<file path="config.mk">
export PLATFORM = sky130hd
export DESIGN_NAME = volume_mask_centroid
export DESIGN_NICKNAME = d
export VERILOG_FILES = /design/src/rtl/core/vmc_pkg.sv /design/src/rtl/core/volume_mask_centroid.sv /design/src/rtl/core/vmc_div.sv /design/src/rtl/core/vmc_dp.sv /design/src/rtl/core/vmc_ctrl.sv
export SDC_FILE = /design/constraint.sdc
export NUM_CORES = 2
export LEC_CHECK = 0
export ABC_CLOCK_PERIOD_IN_PS = 12300
export BUFFER_PORTS_ARGS = -buffer_cell sky130_fd_sc_hd__buf_2
export CORE_MARGIN = 3
export CORE_UTILIZATION = 63
export CTS_CLUSTER_DIAMETER = 200
export CTS_CLUSTER_SIZE = 16
export DETAILED_ROUTE_END_ITERATION = 12
export GPL_ROUTABILITY_DRIVEN = 0
export GPL_TIMING_DRIVEN = 0
export PLACE_DENSITY = 0.82
export SLEW_MARGIN = 10
export SYNTH_ARGS = -nofsm -noshare
export SYNTH_HDL_FRONTEND = slang
export SYNTH_SLANG_ARGS = --single-unit
</file>
<file path="constraint.sdc">
create_clock -name clk -period 12.3 [get_ports clk]
set_clock_uncertainty 0.15 [all_clocks]
set_input_delay 2.46 -clock clk [delete_from_list [all_inputs] [get_ports clk]]
set_output_delay 2.46 -clock clk [all_outputs]
set_load 0.03 [all_outputs]
</file>
<file path="src/rtl/core/vmc_pkg.sv">
// vmc_pkg: widths, codes, command/status types and the side clamp shared by
// the mask centroid controller, datapath, divider and top level.
// No dependencies.
`timescale 1ns / 1ps
`default_nettype none

package vmc_pkg;

  // largest volume side in voxels; internal widths follow from it
  localparam int MAX_SIDE = 1024;

  localparam int POS_W   = $clog2(MAX_SIDE);
  localparam int SIDE_W  = $clog2(MAX_SIDE + 1);
  localparam int CMP_W   = POS_W + 1;
  localparam int CNT_W   = 3 * POS_W + 1;
  localparam int SUM_W   = 4 * POS_W;
  localparam int FRAC_W  = 16;
  localparam int CFRAC_W = 8;
  localparam int Q_W     = POS_W + FRAC_W;
  localparam int NUM_W   = SUM_W + FRAC_W;
  localparam int DIV_W   = CNT_W + POS_W;
  localparam int QCNT_W  = $clog2(Q_W);

  // fixed field widths
  localparam int CFG_W  = 11;
  localparam int VOX_W  = 8;
  localparam int CEN_W  = 18;
  localparam int REL_W  = 16;
  localparam int ICNT_W = 31;
  localparam int APB_DW = 32;
  localparam int APB_AW = 4;

  localparam logic [CFG_W-1:0] SIZE_RESET = 11'd256;

  // register index = paddr[3:2]
  localparam logic [1:0] REG_SIZE_X = 2'd0;
  localparam logic [1:0] REG_SIZE_Y = 2'd1;
  localparam logic [1:0] REG_SIZE_Z = 2'd2;

  localparam logic [1:0] AXIS_X = 2'd0;
  localparam logic [1:0] AXIS_Y = 2'd1;
  localparam logic [1:0] AXIS_Z = 2'd2;

  typedef struct packed {
    logic       step;      // voxel accepted
    logic       load_div;  // start one division
    logic       capture;   // store finished quotient
    logic       emit;      // load output register, clear volume state
    logic       rel;       // relative (Q0.16) division, else centroid
    logic [1:0] axis;
  } vmc_cmd_t;

  typedef struct packed {
    logic last_pos;
    logic count_zero;
    logic div_busy;
    logic out_free;
  } vmc_stat_t;

  // zero reads as one, anything above MAX_SIDE saturates
  function automatic logic [SIDE_W-1:0] eff_side(input logic [CFG_W-1:0] r);
    logic [SIDE_W-1:0] s;
    if (r == '0) begin
      s = SIDE_W'(1);
    end else if (32'(r) > 32'(MAX_SIDE)) begin
      s = SIDE_W'(MAX_SIDE);
    end else begin
      s = SIDE_W'(r);
    end
    return s;
  endfunction

endpackage

`default_nettype wire

</file>
<file path="src/rtl/core/volume_mask_centroid.sv">
// Accepts 8-bit mask voxels in raster order (x fastest, then y, then z), one
// per clock while a volume is streaming; each nonzero voxel adds its position
// to three coordinate sums and bumps a hit count. After the last voxel of the
// size_x * size_y * size_z volume the block stalls its input while one shared
// restoring divider, one quotient bit per cycle, works out three Q10.8
// centroids and three Q0.16 relative centroids (an empty volume skips the
// divisions), and then waits, if need be, for the output register to free up.
// Results go out through a registered stage, so intake of the next volume
// resumes while the previous result is still waiting. Size registers sit at
// byte addresses 0, 4 and 8 of the APB port; a size of zero counts as one,
// and sizes above the maximum side saturate.
// Depends on vmc_pkg, vmc_ctrl, vmc_dp (and vmc_div below it).
`timescale 1ns / 1ps
`default_nettype none

module volume_mask_centroid (
  input  wire                          clk,
  input  wire                          rst_n,
  // voxel stream
  input  wire                          in_valid,
  output logic                         in_stall,
  input  wire [vmc_pkg::VOX_W-1:0]     in_voxel_value,
  // result stream
  output logic                         out_valid,
  input  wire                          out_stall,
  output logic [vmc_pkg::CEN_W-1:0]    out_centroid_x,
  output logic [vmc_pkg::CEN_W-1:0]    out_centroid_y,
  output logic [vmc_pkg::CEN_W-1:0]    out_centroid_z,
  output logic [vmc_pkg::REL_W-1:0]    out_relative_x,
  output logic [vmc_pkg::REL_W-1:0]    out_relative_y,
  output logic [vmc_pkg::REL_W-1:0]    out_relative_z,
  output logic [vmc_pkg::ICNT_W-1:0]   out_inside_count,
  output logic                         out_empty_mask,
  // configuration
  input  wire                          psel,
  input  wire                          penable,
  input  wire                          pwrite,
  input  wire [vmc_pkg::APB_AW-1:0]    paddr,
  input  wire [vmc_pkg::APB_DW-1:0]    pwdata,
  output logic [vmc_pkg::APB_DW-1:0]   prdata,
  output logic                         pready
);

  logic [vmc_pkg::CFG_W-1:0]  size_x_r, size_y_r, size_z_r;
  logic [vmc_pkg::SIDE_W-1:0] side_x, side_y, side_z;
  logic [1:0]                 reg_idx;
  logic                       cfg_wr;

  vmc_pkg::vmc_cmd_t  cmd;
  vmc_pkg::vmc_stat_t stat;

  assign pready  = 1'b1;
  assign reg_idx = paddr[3:2];
  assign cfg_wr  = psel && penable && pwrite && pready;

  always_ff @(posedge clk) begin
    if (!rst_n) begin
      size_x_r <= vmc_pkg::SIZE_RESET;
      size_y_r <= vmc_pkg::SIZE_RESET;
      size_z_r <= vmc_pkg::SIZE_RESET;
    end else if (cfg_wr) begin
      case (reg_idx)
        vmc_pkg::REG_SIZE_X: size_x_r <= pwdata[vmc_pkg::CFG_W-1:0];
        vmc_pkg::REG_SIZE_Y: size_y_r <= pwdata[vmc_pkg::CFG_W-1:0];
        vmc_pkg::REG_SIZE_Z: size_z_r <= pwdata[vmc_pkg::CFG_W-1:0];
        default: ;
      endcase
    end
  end

  always_comb begin
    case (reg_idx)
      vmc_pkg::REG_SIZE_X: prdata = vmc_pkg::APB_DW'(size_x_r);
      vmc_pkg::REG_SIZE_Y: prdata = vmc_pkg::APB_DW'(size_y_r);
      vmc_pkg::REG_SIZE_Z: prdata = vmc_pkg::APB_DW'(size_z_r);
      default:             prdata = '0;
    endcase
  end

  assign side_x = vmc_pkg::eff_side(size_x_r);
  assign side_y = vmc_pkg::eff_side(size_y_r);
  assign side_z = vmc_pkg::eff_side(size_z_r);

  vmc_ctrl u_ctrl (
    .clk      (clk),
    .rst_n    (rst_n),
    .in_valid (in_valid),
    .in_stall (in_stall),
    .stat     (stat),
    .cmd      (cmd)
  );

  vmc_dp u_dp (
    .clk              (clk),
    .rst_n            (rst_n),
    .cmd              (cmd),
    .stat             (stat),
    .in_voxel_value   (in_voxel_value),
    .side_x           (side_x),
    .side_y           (side_y),
    .side_z           (side_z),
    .out_valid        (out_valid),
    .out_stall        (out_stall),
    .out_centroid_x   (out_centroid_x),
    .out_centroid_y   (out_centroid_y),
    .out_centroid_z   (out_centroid_z),
    .out_relative_x   (out_relative_x),
    .out_relative_y   (out_relative_y),
    .out_relative_z   (out_relative_z),
    .out_inside_count (out_inside_count),
    .out_empty_mask   (out_empty_mask)
  );

endmodule

`default_nettype wire

</file>
<file path="src/rtl/core/vmc_div.sv">
// vmc_div: restoring divider, one quotient bit per cycle.
// Depends on vmc_pkg.
`timescale 1ns / 1ps
`default_nettype none

module vmc_div (
  input  wire                       clk,
  input  wire                       rst_n,
  input  wire                       load,
  input  wire [vmc_pkg::NUM_W-1:0]  dividend,
  input  wire [vmc_pkg::DIV_W-1:0]  divisor,
  output logic                      busy,
  output logic [vmc_pkg::Q_W-1:0]   quotient
);

  logic                        busy_r;
  logic [vmc_pkg::QCNT_W-1:0]  step_r;
  logic [vmc_pkg::DIV_W-1:0]   rem_r;
  logic [vmc_pkg::Q_W-1:0]     numq_r;
  logic [vmc_pkg::DIV_W-1:0]   dvs_r;

  logic [vmc_pkg::DIV_W:0]     trial;
  logic                        ge;
  logic [vmc_pkg::DIV_W:0]     diff;

  assign trial = {rem_r, numq_r[vmc_pkg::Q_W-1]};
  assign ge    = trial >= {1'b0, dvs_r};
  assign diff  = trial - {1'b0, dvs_r};

  always_ff @(posedge clk) begin
    if (!rst_n) begin
      busy_r <= 1'b0;
      step_r <= '0;
    end else if (load) begin
      busy_r <= 1'b1;
      step_r <= '0;
    end else if (busy_r) begin
      if (step_r == vmc_pkg::QCNT_W'(vmc_pkg::Q_W - 1)) begin
        busy_r <= 1'b0;
      end
      step_r <= step_r + vmc_pkg::QCNT_W'(1);
    end
  end

  // quotient bits shift in where dividend bits shift out
  always_ff @(posedge clk) begin
    if (load) begin
      rem_r  <= vmc_pkg::DIV_W'(dividend[vmc_pkg::NUM_W-1:vmc_pkg::Q_W]);
      numq_r <= dividend[vmc_pkg::Q_W-1:0];
      dvs_r  <= divisor;
    end else if (busy_r) begin
      rem_r  <= ge ? diff[vmc_pkg::DIV_W-1:0] : trial[vmc_pkg::DIV_W-1:0];
      numq_r <= {numq_r[vmc_pkg::Q_W-2:0], ge};
    end
  end

  assign busy     = busy_r;
  assign quotient = numq_r;

  a_load_idle: assert property (@(posedge clk) disable iff (!rst_n)
    load |-> !busy_r) else $error("divider loaded while busy");

  a_load_starts: assert property (@(posedge clk) disable iff (!rst_n)
    load |=> busy_r && step_r == '0) else $error("divider did not start");

  a_rem_bound: assert property (@(posedge clk) disable iff (!rst_n)
    busy_r |-> rem_r < dvs_r) else $error("partial remainder not below divisor");

endmodule

`default_nettype wire

</file>
<file path="src/rtl/core/vmc_dp.sv">
// vmc_dp: position counters, coordinate sums, hit count, divider feed,
// quotient store and output register. Depends on vmc_pkg and vmc_div.
`timescale 1ns / 1ps
`default_nettype none

module vmc_dp (
  input  wire                          clk,
  input  wire                          rst_n,
  input  vmc_pkg::vmc_cmd_t            cmd,
  output vmc_pkg::vmc_stat_t           stat,
  input  wire [vmc_pkg::VOX_W-1:0]     in_voxel_value,
  input  wire [vmc_pkg::SIDE_W-1:0]    side_x,
  input  wire [vmc_pkg::SIDE_W-1:0]    side_y,
  input  wire [vmc_pkg::SIDE_W-1:0]    side_z,
  output logic                         out_valid,
  input  wire                          out_stall,
  output logic [vmc_pkg::CEN_W-1:0]    out_centroid_x,
  output logic [vmc_pkg::CEN_W-1:0]    out_centroid_y,
  output logic [vmc_pkg::CEN_W-1:0]    out_centroid_z,
  output logic [vmc_pkg::REL_W-1:0]    out_relative_x,
  output logic [vmc_pkg::REL_W-1:0]    out_relative_y,
  output logic [vmc_pkg::REL_W-1:0]    out_relative_z,
  output logic [vmc_pkg::ICNT_W-1:0]   out_inside_count,
  output logic                         out_empty_mask
);

  localparam int PROD_W = vmc_pkg::CNT_W + vmc_pkg::SIDE_W;

  logic [vmc_pkg::POS_W-1:0] pos_x_r, pos_y_r, pos_z_r;
  logic [vmc_pkg::SUM_W-1:0] sum_x_r, sum_y_r, sum_z_r;
  logic [vmc_pkg::CNT_W-1:0] cnt_r;

  logic [vmc_pkg::CEN_W-1:0] cen_x_r, cen_y_r, cen_z_r;
  logic [vmc_pkg::REL_W-1:0] rel_x_r, rel_y_r, rel_z_r;

  logic                       out_valid_r;
  logic [vmc_pkg::CEN_W-1:0]  o_cen_x_r, o_cen_y_r, o_cen_z_r;
  logic [vmc_pkg::REL_W-1:0]  o_rel_x_r, o_rel_y_r, o_rel_z_r;
  logic [vmc_pkg::ICNT_W-1:0] o_cnt_r;
  logic                       o_empty_r;

  logic wrap_x, wrap_y, wrap_z;
  logic hit;
  logic out_free;
  logic count_zero;

  logic [vmc_pkg::SUM_W-1:0]  sum_sel;
  logic [vmc_pkg::SIDE_W-1:0] side_sel;
  logic [PROD_W-1:0]          prod;
  logic [vmc_pkg::DIV_W-1:0]  divisor;
  logic [vmc_pkg::NUM_W-1:0]  dividend;
  logic                       div_busy;
  logic [vmc_pkg::Q_W-1:0]    quotient;

  assign wrap_x = ({1'b0, pos_x_r} + vmc_pkg::CMP_W'(1)) >= vmc_pkg::CMP_W'(side_x);
  assign wrap_y = ({1'b0, pos_y_r} + vmc_pkg::CMP_W'(1)) >= vmc_pkg::CMP_W'(side_y);
  assign wrap_z = ({1'b0, pos_z_r} + vmc_pkg::CMP_W'(1)) >= vmc_pkg::CMP_W'(side_z);
  assign hit        = |in_voxel_value;
  assign count_zero = cnt_r == '0;
  assign out_free   = !out_valid_r || !out_stall;

  // accumulate voxels; clear once the result is handed to the output
  always_ff @(posedge clk) begin
    if (!rst_n || cmd.emit) begin
      pos_x_r <= '0;
      pos_y_r <= '0;
      pos_z_r <= '0;
      sum_x_r <= '0;
      sum_y_r <= '0;
      sum_z_r <= '0;
      cnt_r   <= '0;
    end else if (cmd.step) begin
      if (hit) begin
        sum_x_r <= sum_x_r + vmc_pkg::SUM_W'(pos_x_r);
        sum_y_r <= sum_y_r + vmc_pkg::SUM_W'(pos_y_r);
        sum_z_r <= sum_z_r + vmc_pkg::SUM_W'(pos_z_r);
        cnt_r   <= cnt_r + vmc_pkg::CNT_W'(1);
      end
      if (wrap_x) begin
        pos_x_r <= '0;
        if (wrap_y) begin
          pos_y_r <= '0;
          pos_z_r <= wrap_z ? '0 : pos_z_r + vmc_pkg::POS_W'(1);
        end else begin
          pos_y_r <= pos_y_r + vmc_pkg::POS_W'(1);
        end
      end else begin
        pos_x_r <= pos_x_r + vmc_pkg::POS_W'(1);
      end
    end
  end

  always_comb begin
    case (cmd.axis)
      vmc_pkg::AXIS_X: begin
        sum_sel  = sum_x_r;
        side_sel = side_x;
      end
      vmc_pkg::AXIS_Y: begin
        sum_sel  = sum_y_r;
        side_sel = side_y;
      end
      default: begin
        sum_sel  = sum_z_r;
        side_sel = side_z;
      end
    endcase
  end

  // for a relative division count * side feeds the divisor register directly, else the count
  assign prod     = PROD_W'(cnt_r) * PROD_W'(side_sel);
  assign divisor  = cmd.rel ? prod[vmc_pkg::DIV_W-1:0] : vmc_pkg::DIV_W'(cnt_r);
  assign dividend = cmd.rel ? (vmc_pkg::NUM_W'(sum_sel) << vmc_pkg::FRAC_W)
                            : (vmc_pkg::NUM_W'(sum_sel) << vmc_pkg::CFRAC_W);

  vmc_div u_div (
    .clk      (clk),
    .rst_n    (rst_n),
    .load     (cmd.load_div),
    .dividend (dividend),
    .divisor  (divisor),
    .busy     (div_busy),
    .quotient (quotient)
  );

  always_ff @(posedge clk) begin
    if (cmd.capture) begin
      case ({cmd.rel, cmd.axis})
        {1'b0, vmc_pkg::AXIS_X}: cen_x_r <= vmc_pkg::CEN_W'(quotient);
        {1'b0, vmc_pkg::AXIS_Y}: cen_y_r <= vmc_pkg::CEN_W'(quotient);
        {1'b0, vmc_pkg::AXIS_Z}: cen_z_r <= vmc_pkg::CEN_W'(quotient);
        {1'b1, vmc_pkg::AXIS_X}: rel_x_r <= vmc_pkg::REL_W'(quotient);
        {1'b1, vmc_pkg::AXIS_Y}: rel_y_r <= vmc_pkg::REL_W'(quotient);
        {1'b1, vmc_pkg::AXIS_Z}: rel_z_r <= vmc_pkg::REL_W'(quotient);
        default: ;
      endcase
    end
  end

  always_ff @(posedge clk) begin
    if (!rst_n) begin
      out_valid_r <= 1'b0;
    end else if (cmd.emit) begin
      out_valid_r <= 1'b1;
    end else if (!out_stall) begin
      out_valid_r <= 1'b0;
    end
  end

  // empty volume: zero every field but the flag
  always_ff @(posedge clk) begin
    if (cmd.emit) begin
      o_empty_r <= count_zero;
      o_cnt_r   <= vmc_pkg::ICNT_W'(cnt_r);
      o_cen_x_r <= count_zero ? '0 : cen_x_r;
      o_cen_y_r <= count_zero ? '0 : cen_y_r;
      o_cen_z_r <= count_zero ? '0 : cen_z_r;
      o_rel_x_r <= count_zero ? '0 : rel_x_r;
      o_rel_y_r <= count_zero ? '0 : rel_y_r;
      o_rel_z_r <= count_zero ? '0 : rel_z_r;
    end
  end

  assign stat.last_pos   = wrap_x && wrap_y && wrap_z;
  assign stat.count_zero = count_zero;
  assign stat.div_busy   = div_busy;
  assign stat.out_free   = out_free;

  assign out_valid        = out_valid_r;
  assign out_centroid_x   = o_cen_x_r;
  assign out_centroid_y   = o_cen_y_r;
  assign out_centroid_z   = o_cen_z_r;
  assign out_relative_x   = o_rel_x_r;
  assign out_relative_y   = o_rel_y_r;
  assign out_relative_z   = o_rel_z_r;
  assign out_inside_count = o_cnt_r;
  assign out_empty_mask   = o_empty_r;

  a_emit_clears: assert property (@(posedge clk) disable iff (!rst_n)
    cmd.emit |=> cnt_r == '0 && pos_x_r == '0 && pos_y_r == '0 && pos_z_r == '0
                 && out_valid_r)
    else $error("volume state not cleared on emit");

endmodule

`default_nettype wire

</file>
<file path="src/rtl/core/vmc_ctrl.sv">
// vmc_ctrl: sequencer for the mask centroid block: voxel intake, six
// divisions at the end of a non-empty volume, hand-off to the output register.
// Depends on vmc_pkg.
`timescale 1ns / 1ps
`default_nettype none

module vmc_ctrl (
  input  wire                 clk,
  input  wire                 rst_n,
  input  wire                 in_valid,
  output logic                in_stall,
  input  vmc_pkg::vmc_stat_t  stat,
  output vmc_pkg::vmc_cmd_t   cmd
);

  localparam logic [1:0] ST_ACC  = 2'd0;
  localparam logic [1:0] ST_PREP = 2'd1;
  localparam logic [1:0] ST_DIV  = 2'd2;
  localparam logic [1:0] ST_OUT  = 2'd3;

  logic [1:0] state_r, state_nxt;
  logic [1:0] axis_r, axis_nxt;
  logic       rel_r, rel_nxt;

  always_comb begin
    state_nxt    = state_r;
    axis_nxt     = axis_r;
    rel_nxt      = rel_r;
    in_stall     = 1'b1;
    cmd          = '0;
    cmd.axis     = axis_r;
    cmd.rel      = rel_r;
    case (state_r)
      ST_ACC: begin
        in_stall = 1'b0;
        if (in_valid) begin
          cmd.step = 1'b1;
          if (stat.last_pos) begin
            state_nxt = ST_PREP;
            axis_nxt  = vmc_pkg::AXIS_X;
            rel_nxt   = 1'b0;
          end
        end
      end
      ST_PREP: begin
        // nothing to divide for an empty volume
        if (stat.count_zero) begin
          state_nxt = ST_OUT;
        end else begin
          cmd.load_div = 1'b1;
          state_nxt    = ST_DIV;
        end
      end
      ST_DIV: begin
        if (!stat.div_busy) begin
          cmd.capture = 1'b1;
          if (axis_r == vmc_pkg::AXIS_Z) begin
            if (rel_r) begin
              state_nxt = ST_OUT;
            end else begin
              axis_nxt  = vmc_pkg::AXIS_X;
              rel_nxt   = 1'b1;
              state_nxt = ST_PREP;
            end
          end else begin
            axis_nxt  = axis_r + 2'd1;
            state_nxt = ST_PREP;
          end
        end
      end
      ST_OUT: begin
        if (stat.out_free) begin
          cmd.emit  = 1'b1;
          state_nxt = ST_ACC;
        end
      end
      default: begin
        state_nxt = ST_ACC;
      end
    endcase
  end

  always_ff @(posedge clk) begin
    if (!rst_n) begin
      state_r <= ST_ACC;
      axis_r  <= vmc_pkg::AXIS_X;
      rel_r   <= 1'b0;
    end else begin
      state_r <= state_nxt;
      axis_r  <= axis_nxt;
      rel_r   <= rel_nxt;
    end
  end

  a_last_to_div: assert property (@(posedge clk) disable iff (!rst_n)
    (state_r == ST_ACC && in_valid && stat.last_pos) |=> state_r == ST_PREP)
    else $error("last voxel did not start the divisions");

endmodule

`default_nettype wire
</file>
==> results.cfg <==
[synthesis]
synth_compound_area_share_pct = 11.3
synth_top_family_by_area = adder cells
synthSimpleGateAreaFrac_pct = 18.0
syn_avg_cell_area_um2 = 9.43
muxShareOfSynthArea_pct = 3.24
syn-cell-area_mm2 = 0.0394
yosysUniqueCellTypes = 84
synth.area.top_cells = edfxtp_1 25%, fa_1 13%, dfxtp_1 12%
synth-xor-area-share_pct = 4.31
synth_cells = 4180
synth-seq-cells = 570
synth_top_area_cell = edfxtp_1
synthAdderAreaFrac_pct = 19.3
yosys_warnings = 0
async_reset_ff_share_pct = 0
ys_seq_area_share_pct = 37.4
synth_top_area_share_pct = 25.4
synth_flop_cell = edfxtp_1
synth_edf_count = 333

[timing]
rsz0062_at_grt = no
slew_violations = 0
tightest_slew_ns = 1.24
hold_viol = 0
setup_slack_ns = 2.87
period_needed_ns = 9.43
final.setup.tns_ns = 0
relSlewSlack_pct = 15.3
setup_viol = 0
fin_crit_sh_pct = 76.7
max_freq_mhz = 106

[global_route]
grt_pass1_vias = 30437
grt_antenna_before_repair = 3
grt.overflow.total = 0
grt_pass1_wl_mm = 165
gr-usage-all-layers_pct = 31.7
grt_max_degree = 39

[clock_tree]
cts.sinks = 570
cts_hold_buf = 0
clk_latency_ns = 0.62
max-clock-path-buffers = 3
cts_tree = yes
cts_buffers = 41
root_buffer = clkbuf_16
post_cts_buffers = 0
cts_max_level = 2
clk_pin_slew_ns = 0.09
ctsResizeCount = 0

[floorplanning]
chipHeight_um = 256
die_x_um = 256
start_util_pct = 63.8
rows = 91
io_pins = 220
dieArea_mm2 = 0.0656
design.core.area_mm2 = 0.0618

[drt]
dr.first_iter.drc_count = 3137
wl_per_cell_um = 19.9
drt_pass1_iterations = 6
via_count = 31405
viasPerCell = 5.93
antenna_left = 0
drc = 0
wl_mm = 105

[critical_path]
cp-startpoint = u_ctrl.axis_r[0]
required_ns = 12.62
regToRegStartpoint = u_ctrl.axis_r[0]
startpoint_type = register
crit_type = register to register
end_kind = register
critPathArrivalTime_ns = 9.75
critPathMaxFanout = 10

[power]
seq_power_share_pct = 54.9
p_int_w = 0.00280
peakVddDrop_mv = 0.108
pwr-share-clk_pct = 35.0
p_leak_nw = 17.4
power_density_mw_per_mm2 = 87.9
p_sw_w = 0.000961
switching_share_pct = 25.5
pwr-share-comb_pct = 10.1
power_w = 0.00376

[cells_and_area]
syn2layout_area_growth_pct = 8.59
finalNetCount = 4928
multiInputGateArea_mm2 = 0.0223
final_core_util_pct = 69.2
fin_cells = 5292
drive_gt1_share_pct = 7.70
num-fill-cells = 4635
final-seq-area_mm2 = 0.0147

[place]
dp.cells = 5220
dp_hpwl_mm = 81.3
port_buffers = 172
pre_cts_ws_ns = 3.09

[min_path]
min_path_type = register to register
min_from = u_dp.cnt_r[2]

[job]
cap_violations = 0

[status]
status = completed
[final timing paths]
path / endpoint / slack [ns] / cells past startpoint
hold reg to reg: u_dp.out_inside_count[2] / 0.28 / 0
hold / removal: u_dp.out_inside_count[2] / 0.28 / 0
setup reg to reg: u_dp.u_div.dvs_r[39] / 2.87 / 25
setup / recovery: u_dp.u_div.dvs_r[39] / 2.87 / 25
[logic make-up after synthesis]
family,count (synthesis)
AOI/OAI and AO/OA,725
DFF,570
muxes,123
and+or+nand+nor,1473
buffers and inverters,642
adders and majority gates,451
xor gates and xnor gates,194
other,2
[synthesized netlist by cell type (all sizes together) (58+ instances only)]
master	n
mux2i	86
dfxtp	237
nand2	561
inv	384
a21o	58
edfxtp	333
ha	188
nor2b	144
xor2	65
and2	149
a21oi	268
nor2	273
nand3	80
fa	263
o21ai	164
xnor2	129
clkbuf	205
[area by class of cell]
class / count / share of cell area (%)
Antenna cell: 2 / 0.0117
Buffer: 254 / 2.45
Clock buffer: 66 / 2.62
Clock inverter: 4 / 0.170
Inverter: 388 / 3.40
Multi-Input combinational cell: 2988 / 52.0
Sequential cell: 570 / 34.4
Tap cell: 837 / 2.45
Timing Repair Buffer: 183 / 2.43
[power groups by stage]
stage | Clock [W] | Sequential [W] | Combinational [W]
2_1_floorplan | 0 | 0.00210 | 0.000274
3_3_place_gp | 0 | 0.00211 | 0.000363
3_5_place_dp | 0 | 0.00211 | 0.000374
4_1_cts | 0.00133 | 0.00206 | 0.000375
5_1_grt | 0.00139 | 0.00207 | 0.000420
6_report | 0.00132 | 0.00206 | 0.000381
[flip-flops by register name (all words and copies together) (netlist names), 18 cells and up]
register               count
u_dp.sum_z_r              40
u_dp.cnt_r                31
u_dp.out_centroid_y       18
u_dp.out_centroid_x       18
u_dp.out_inside_count     31
u_dp.cen_z_r              18
u_dp.sum_y_r              40
u_dp.u_div.rem_r          41
u_dp.u_div.quotient       26
u_dp.u_div.dvs_r          41
u_dp.out_centroid_z       18
u_dp.cen_y_r              18
u_dp.sum_x_r              40
u_dp.cen_x_r              18
[worst max-delay path, cell delays in order (launching register included)]
cell and delay [ns]:
dfxtp_1 0.31, clkbuf_1 0.43, clkbuf_1 0.76, a311oi_1 0.29
a21oi_1 0.67, clkbuf_1 0.54, nand2_1 0.16, fa_1 0.51
fa_1 0.56, inv_1 0.06, fa_1 0.51, fa_1 0.55
inv_1 0.05, fa_1 0.52, inv_1 0.04, ha_1 0.26
clkbuf_1 0.29, o21ai_0 0.21, a21oi_1 0.22, o2111ai_1 0.20
a2111oi_2 0.57, o21ai_1 0.16, o21bai_1 0.39, a2111oi_0 0.19
o31ai_1 0.42, mux2i_1 0.26
[metrics by stage]
stage                     area (µm²)  hold WS, ns
after floorplan                39500        0.256
after global placement         41400        0.258
after detailed placement       41600        0.263
after CTS                      42800        0.281
after global routing           42800        0.295
final                          42800        0.283
[cell usage in the layout, fill, tap and decap left out, types with 27 or more instances in the layout]
cell type	netlist	routed
inv_1	383	383
nor2_1	272	272
a21oi_1	268	267
a211oi_1	27	27
buf_2	8	180
nor2b_1	144	144
nand4_1	41	41
edfxtp_1	333	333
fa_1	263	263
nand2_1	561	560
o21ai_0	155	155
or3_1	39	39
clkbuf_1	205	229
clkbuf_16	0	41
xor2_1	65	65
nand3_1	80	80
dfxtp_1	237	237
xnor2_1	129	129
and3_1	50	50
a31oi_1	40	40
mux2i_1	86	86
a21o_1	58	58
nor4_1	33	31
and2_1	149	149
nor3_1	28	28
mux2_2	37	37
ha_1	188	188
[per-layer routing]
| layer | part of all wire [%] | wire length, µm | global-route usage, % | vias to the layer above |
|---|---|---|---|---|
| li1 | - | - | - | 14555 |
| met4 | 5.6 | 5920 | 15.7 | 2 |
| met1 | 40 | 42500 | 42.6 | 14863 |
| met5 | 0.014 | 15 | 0 | - |
| met3 | 9.8 | 10300 | 5.98 | 332 |
| met2 | 44 | 46500 | 49.7 | 1653 |
Note: power is estimated with default switching activity, not from simulation.
